`src/sv/lpfcrc_pkg.sv`:
```
// package: types, constants and crc function for the length-prefixed frame checker
`timescale 1ns / 1ps

package lpfcrc_pkg;

    localparam int MAX_FRAME = 255;
    localparam int MIN_LEN = 4;

    localparam logic [15:0] CRC_POLY = 16'hA001;
    localparam logic [15:0] CRC_INIT = 16'hFFFF;

    localparam int QUEUE_DEPTH = 4;
    localparam int QPTR_W = $clog2(QUEUE_DEPTH);
    localparam int QCNT_W = $clog2(QUEUE_DEPTH + 1);

    typedef enum logic [1:0] {
        OUT_PAYLOAD = 2'd0,
        OUT_OK      = 2'd1,
        OUT_BAD_CRC = 2'd2,
        OUT_ABORTED = 2'd3
    } out_kind_t;

    typedef enum logic {
        IN_RX_BYTE = 1'b0,
        IN_TIMEOUT = 1'b1
    } in_kind_t;

    typedef enum logic {
        ST_HUNT  = 1'b0,
        ST_FRAME = 1'b1
    } front_state_t;

    typedef struct packed {
        out_kind_t  kind;
        logic [7:0] data;
    } lpfcrc_item_t;

    typedef struct packed {
        logic full;
        logic empty;
    } lpfcrc_qstat_t;

    function automatic logic [15:0] crc16_byte(input logic [15:0] crc, input logic [7:0] b);
        logic [15:0] c;
        c = crc ^ {8'h00, b};
        for (int k = 0; k < 8; k++)
        begin
            if (c[0])
                c = (c >> 1) ^ CRC_POLY;
            else
                c = c >> 1;
        end
        return c;
    endfunction

endpackage

```
`src/sv/lpfcrc_front.sv`:
```
// front: frame tracking, crc update and classification of input beats
`timescale 1ns / 1ps

module lpfcrc_front
    import lpfcrc_pkg::*;
(
    input  logic          clk,
    input  logic          rst_n,
    input  logic          in_valid,
    output logic          in_ready,
    input  logic          in_kind,
    input  logic [7:0]    in_byte,
    input  lpfcrc_qstat_t qstat,
    output logic          push,
    output lpfcrc_item_t  push_item
);

    front_state_t state_reg, state_next;
    logic [7:0]   len_reg, len_next;
    logic [7:0]   pos_reg, pos_next;
    logic [15:0]  crc_reg, crc_next;
    logic [7:0]   low_reg, low_next;

    logic         accept;
    logic [8:0]   pos_ext;
    logic [8:0]   len_ext;
    logic [8:0]   byte_ext;

    assign in_ready = !qstat.full;
    assign accept   = in_valid && !qstat.full;
    assign pos_ext  = {1'b0, pos_reg};
    assign len_ext  = {1'b0, len_reg};
    assign byte_ext = {1'b0, in_byte};

    always_ff @(posedge clk or negedge rst_n)
    begin
        if (!rst_n)
        begin
            state_reg <= ST_HUNT;
            len_reg   <= 8'd0;
            pos_reg   <= 8'd0;
            crc_reg   <= CRC_INIT;
            low_reg   <= 8'd0;
        end
        else
        begin
            state_reg <= state_next;
            len_reg   <= len_next;
            pos_reg   <= pos_next;
            crc_reg   <= crc_next;
            low_reg   <= low_next;
        end
    end

    always_comb
    begin
        state_next     = state_reg;
        len_next       = len_reg;
        pos_next       = pos_reg;
        crc_next       = crc_reg;
        low_next       = low_reg;
        push           = 1'b0;
        push_item.kind = OUT_PAYLOAD;
        push_item.data = 8'd0;

        case (state_reg)
            ST_HUNT:
            begin
                if (accept && in_kind == IN_RX_BYTE &&
                    byte_ext >= 9'(MIN_LEN) && byte_ext < 9'(MAX_FRAME))
                begin
                    state_next = ST_FRAME;
                    len_next   = in_byte;
                    pos_next   = 8'd1;
                    crc_next   = crc16_byte(CRC_INIT, in_byte);
                    low_next   = 8'd0;
                end
            end
            ST_FRAME:
            begin
                if (accept)
                begin
                    if (in_kind == IN_TIMEOUT)
                    begin
                        push           = 1'b1;
                        push_item.kind = OUT_ABORTED;
                        state_next     = ST_HUNT;
                        len_next       = 8'd0;
                        pos_next       = 8'd0;
                        crc_next       = CRC_INIT;
                        low_next       = 8'd0;
                    end
                    else if (pos_ext + 9'd3 <= len_ext)
                    begin
                        push           = 1'b1;
                        push_item.kind = OUT_PAYLOAD;
                        push_item.data = in_byte;
                        crc_next       = crc16_byte(crc_reg, in_byte);
                        pos_next       = pos_reg + 8'd1;
                    end
                    else if (pos_ext + 9'd2 == len_ext)
                    begin
                        low_next = in_byte;
                        pos_next = pos_reg + 8'd1;
                    end
                    else
                    begin
                        push           = 1'b1;
                        push_item.kind = ({in_byte, low_reg} == crc_reg) ? OUT_OK
                                                                          : OUT_BAD_CRC;
                        state_next     = ST_HUNT;
                        len_next       = 8'd0;
                        pos_next       = 8'd0;
                        crc_next       = CRC_INIT;
                        low_next       = 8'd0;
                    end
                end
            end
            default:
            begin
                state_next = ST_HUNT;
            end
        endcase
    end

endmodule

```
`config.mk`:
```
export PLATFORM = sky130hd
export DESIGN_NAME = lpfcrc_front
export DESIGN_NICKNAME = d
export VERILOG_FILES = /design/src/sv/lpfcrc_pkg.sv /design/src/sv/lpfcrc_front.sv
export SDC_FILE = /design/constraint.sdc
export NUM_CORES = 1
export LEC_CHECK = 0
export BUFFER_PORTS_ARGS = -buffer_cell sky130_fd_sc_hd__buf_2
export CORE_MARGIN = 2
export CORE_UTILIZATION = 30
export CTS_BUF_LIST = sky130_fd_sc_hd__clkbuf_8
export CTS_CLUSTER_SIZE = 12
export DETAILED_ROUTE_END_ITERATION = 16
export GPL_TIMING_DRIVEN = 1
export SLEW_MARGIN = 15
export SYNTH_ARGS = -nofsm -noshare
export SYNTH_HDL_FRONTEND = slang
export SYNTH_SLANG_ARGS = --single-unit
```
`constraint.sdc`:
```
create_clock -name clk -period 6.5 [get_ports clk]
set_input_delay 1.3 -clock clk [delete_from_list [all_inputs] [get_ports clk]]
set_output_delay 1.3 -clock clk [all_outputs]
set_load 0.005 [all_outputs]
```
---- After elaboration in Yosys (flattened, before gate mapping) ----
Cells that the tools add are included.
word-level totals
  register bits after elaboration ......... 41
  latch bits .............................. 0
  RAM bits ................................ 0
  memory bits (read-only) ................. 0
  input bits .............................. 14
  output and inout port bits .............. 12
  logic and storage cells ................. 148
  memories ................................ 0
cells by class
  add/sub/neg operators ................... 3
  multipliers ............................. 0
  div/mod/pow operators ................... 0
  $lt $le $gt $ge ......................... 3
  eq/ne operators ......................... 7
  shifts and indexed selects .............. 0
  mux-type cells .......................... 101
  bitwise logic cells ..................... 20
  reductions and logical operators ........ 9
operator list
  operator               number
  $mux W16               63
  $mux W8                17
  $not A2 Y3             16
  $pmux W8 S2            3
  $pmux W16 S2           1
  $mux W10               2
  $add A8 B2 Y9 const B  2
  $eq A16 B16 Y1         1
  $not A8 Y16            1
  $xor A16 B8 Y16        1
  $mux W1                10
  $eq A9 B8 Y1           1
  $le A9 B8 Y1           1
  $add A8 B1 Y8 const B  1
  $ge A8 B3 Y1 const B   1
  $lt A8 B8 Y1 const B   1
  $mux W2                4
  $ne A3 B3 Y1 const B   2
  $reduce_and A3 Y1      2
  $logic_and A1 B1 Y1    4
  $ne A4 B4 Y1 const B   1
  $reduce_and A4 Y1      1
  $ne A2 B1 Y1 const B   1
  $ne A2 B2 Y1 const B   1
  other kinds (4)        5

---- Depth between registers and ports, before layout ----
  depth after elaboration ................. 49
  gate-level depth with buffers ........... 15
  gate-level depth less buffers ........... 13

---- Worst setup path before layout ----
OpenSTA, ideal clock, no wires.
  path type ............................... register to output
  start ................................... register pos_reg[1]
  end ..................................... output port push_item[9] (netlist bit)
  data arrival time ....................... 2.778 ns
  required time ........................... 5.200 ns
  setup slack ............................. 2.422 ns
  cell stages (with the launch flop) ...... 14
  path buffers ............................ 1
  cell sequence ........................... dfrtp_1 -> ha_1 -> buf_2 -> a21oi_1 -> nand2b_1 -> xnor2_1 -> ha_1 -> and3_1 -> and3_1 -> a211oi_1 -> or2_1 -> and2_1 -> nor2b_1 -> o21ba_2
RTL lines
  what                      line                source
  start: declaration        lpfcrc_front.sv:20  logic [7:0] pos_reg, pos_next;
  start signal: assignment  lpfcrc_front.sv:49  pos_reg <= pos_next;
  end: declaration          lpfcrc_front.sv:15  output lpfcrc_item_t push_item

==> results.sh <==
export IMPL_status="finished, final reports clean"
export IMPL_yosysMostFrequentCell="sky130_fd_sc_hd__xnor2_1"
export IMPL_async_flop_share=1.000
export IMPL_critical_path_top_delay_family="simple AND/OR/NAND/NOR gates"
export IMPL_final_setup_skew_ps=11.17
export IMPL_setup_worst_path_end_class="output port"
export IMPL_syn_num_nets=388
export IMPL_post_cts_repair_setup_buffers=0
export IMPL_gp_congestion=0.8213
export IMPL_endpoint="push_item[8]"
export IMPL_cts_hold_buffers_added=0
export IMPL_timing_setup_tns_ps=0
export IMPL_cts_root_buffer_cell="sky130_fd_sc_hd__clkbuf_8"
export IMPL_num_antenna_cells=0
export IMPL_yosys_area_top_type="sky130_fd_sc_hd__dfrtp_1"
export IMPL_synth_yosys_seq_area_share=0.3193
export IMPL_startpoint_type="flip-flop"
export IMPL_finalNetCount=398
export IMPL_post_drt_via_cell_ratio=5.036
export IMPL_fp_row_count=38
export IMPL_critical_path_class="flip-flop to output port"
export IMPL_timing_critical_path_depth=13
export IMPL_reg2reg_from="pos_reg[2]$_DFFE_PN0P_"
export IMPL_tritoncts_sink_count=41
export IMPL_global_route_wire_length_before_repair_mm=13.34
export IMPL_dr_first_iter_drc_count=133
export IMPL_reg2regPathDepth=12
export IMPL_critical_path_max_stage_delay_ps=540
export IMPL_r2r_setup_slack_ps=2740
export IMPL_tritoncts="yes"
export IMPL_syn_inst=351
export IMPL_hold_path_startpoint="crc_reg[9]$_DFFE_PN1P_"
export IMPL_grt_use_total=0.1474
export IMPL_min_path_type="flip-flop to flip-flop"
export IMPL_synth_enable_flop_cells=0
export IMPL_timing_critical_path_cells="ha_1, a21oi_1, nand2b_1, xnor2_1, ha_1, and3_1, and3_1, a211oi_1, or2_1, and2_1, a21oi_1, nor2_1, buf_2"
export IMPL_clk_insertion_delay_late_ps=310
export IMPL_tightestPinTransition_ps=938.2
export IMPL_period_needed_ps=5023
export IMPL_buffer_ports_inserted=24
export IMPL_syn_to_final_growth_pct=8.442
export IMPL_initial_utilization=0.3048
export IMPL_core_area_um2=10750
export IMPL_first_pass_iters=5
export IMPL_slew_viol_final=0
export IMPL_detail_route_wl_per_cell_um=15.86
export IMPL_max_cap_viol=0
export IMPL_detailedPlacementHpwl_mm=5.985
export IMPL_report_power_total_uw=1498
export IMPL_timing_fmax_mhz=199.1
export IMPL_total_of_flip_flops_plus_latches_after_synthesis=41
export IMPL_regToRegEndpoint="low_reg[3]$_DFFE_PN0P_"
export IMPL_number_of_remaining_drc_errors=0
export IMPL_largest_register_ffs=16
export IMPL_layout_worst_path_cycle_share=0.7728
export IMPL_fp_dieArea_um2=11770
export IMPL_netlist_area_leader_share=0.1910
export IMPL_grt_max_degree=42
export IMPL_synthesis_area_per_instance_um2=9.332
export IMPL_synthDistinctLibCells=62
export IMPL_postCtsResizedCells=0
export IMPL_worst_endpoint_required_ps=5200
export IMPL_rsz0062_at_grt="no"
export IMPL_power_per_cell_area_nw_per_um2=421.8
export IMPL_critPathBufInv=1
export IMPL_maxSlewHeadroom=0.3746
export IMPL_ant_nets=0
export IMPL_hold_viol=0
export IMPL_cp_data_arrival_time_ps=3720
export IMPL_yosys_warnings=0
export IMPL_die_height_um=108.5
export IMPL_path_max_fanout=10
export IMPL_globalRouteOverflowTotal=0
export IMPL_synth_cells_most_frequent="sky130_fd_sc_hd__xnor2_1 (54), sky130_fd_sc_hd__inv_1 (30), sky130_fd_sc_hd__dfrtp_1 (25), sky130_fd_sc_hd__ha_1 (23), sky130_fd_sc_hd__nor2_1 (22)"
export IMPL_first_global_vias=2584
export IMPL_ioPinCount=26
export IMPL_cpMaxStageDelayCell="sky130_fd_sc_hd__dfrtp_1"
export IMPL_worst_path_clk_slew_ps=90
export IMPL_routed_wirelength_mm=7.963
export IMPL_final_setup_violating_endpoints=0
export IMPL_cellLeakagePower_uw=0.001463
export IMPL_cts_inserted_buffers=5
export IMPL_max_h_tree_level=2
export IMPL_preCtsSetupSlack_ps=1796
export IMPL_ir_worst_vdd_mv=0.2372
export IMPL_antenna_found_initial=0
export IMPL_clk_path_buf_depth=2
export IMPL_worstSetupStartpoint="pos_reg[2]$_DFFE_PN0P_"
export IMPL_detailroute_via_count=2528
export IMPL_syn_cell_area_um2=3276
export IMPL_synthFlopType="sky130_fd_sc_hd__dfrtp_1"
export IMPL_floorplan_die_width_um=108.5
export IMPL_synth_top_cells_by_area="sky130_fd_sc_hd__dfrtp_1 (19%), sky130_fd_sc_hd__xnor2_1 (14%), sky130_fd_sc_hd__dfstp_2 (13%)"
export IMPL_post_route_cells_drive_above_1_share=0.1713
export IMPL_layout_setup_ws_ps=1477
==> kinds of logic (layout without fill, tap and decap cells) <==
logic type / Yosys count / count (layout) / share of synthesized area
compound gates: 76 / 76 / 0.1749
xor+xnor: 61 / 61 / 0.1631
fa+ha+maj: 23 / 23 / 0.08785
buf+inv: 52 / 63 / 0.07907
flops: 41 / 41 / 0.3193
mux: 6 / 6 / 0.02483
simple gates: 92 / 92 / 0.1509
==> worst min path at each step <==
stage | to | depth (start not counted)
after global placement | crc_reg[9]$_DFFE_PN1P_ | 2
after floorplan | crc_reg[11]$_DFFE_PN1P_ | 2
after detailed placement | crc_reg[9]$_DFFE_PN1P_ | 2
after CTS | crc_reg[9]$_DFFE_PN1P_ | 2
after global routing | crc_reg[13]$_DFFE_PN1P_ | 2
final | crc_reg[9]$_DFFE_PN1P_ | 2
==> metrics by stage <==
step                      instance area (µm²)  utilization  cells  hold WS, ps
after detailed placement                 3432       0.3194    494        477.5
after CTS                                3552       0.3306    502        493.6
after floorplan                          3276            -    351        462.5
final                                    3552       0.3306    502        491.7
after global placement                   3432       0.3194    494        478.8
after global routing                     3552       0.3306    502        526.6
==> worst min-delay path, delay by kind of cell (launching register included) <==
family / cells / cell delay (ps)
AOI/OAI and AO/OA: 1 / 60
buffers and inverters: 1 / 50
DFF: 1 / 390
==> where the power goes <==
group          total (µW)  leakage, µW  internal (µW)  switching, µW
combinational         777     0.000899            375            402
sequential            500     0.000506            367            133
clock                 221    0.0000574            125           96.2
total                1500      0.00146            868            631
==> placed cells by master (no fill, tap or decap), types with 4 or more instances in the layout <==
cell,count
sky130_fd_sc_hd__nor2_1,22
sky130_fd_sc_hd__o21a_1,4
sky130_fd_sc_hd__buf_2,24
sky130_fd_sc_hd__xor2_1,7
sky130_fd_sc_hd__nand2_1,13
sky130_fd_sc_hd__xnor2_1,54
sky130_fd_sc_hd__mux2_4,4
sky130_fd_sc_hd__nand4_1,9
sky130_fd_sc_hd__o221ai_1,5
sky130_fd_sc_hd__nor2b_1,7
sky130_fd_sc_hd__dfrtp_1,25
sky130_fd_sc_hd__and3_1,4
sky130_fd_sc_hd__nor3_1,11
sky130_fd_sc_hd__a21oi_1,15
sky130_fd_sc_hd__clkbuf_8,6
sky130_fd_sc_hd__nand3_1,6
sky130_fd_sc_hd__o21ai_1,6
sky130_fd_sc_hd__dfstp_2,16
sky130_fd_sc_hd__inv_1,30
sky130_fd_sc_hd__ha_1,23
sky130_fd_sc_hd__a22o_1,16
==> metal layers <==
metal,wire length (µm),share of wire,vias to the layer above,track usage
li1,-,-,1244,-
met1,3621,0.45,1241,0.1885
met2,3914,0.49,30,0.2491
met3,266,0.033,13,0.03315
met4,161,0.020,0,0.04121
met5,0,0,-,0
==> cell type report <==
cell class | instances | area, µm²
multi-input cells | 258 | 1971
fillers | 1143 | 7193
flip-flops and latches | 41 | 1046
well taps | 140 | 175.2
inverters | 30 | 112.6
clock buffers | 6 | 82.58
repair buffers | 25 | 127.6
clock inverters | 2 | 37.54
Power figures use the tool's default switching activity.
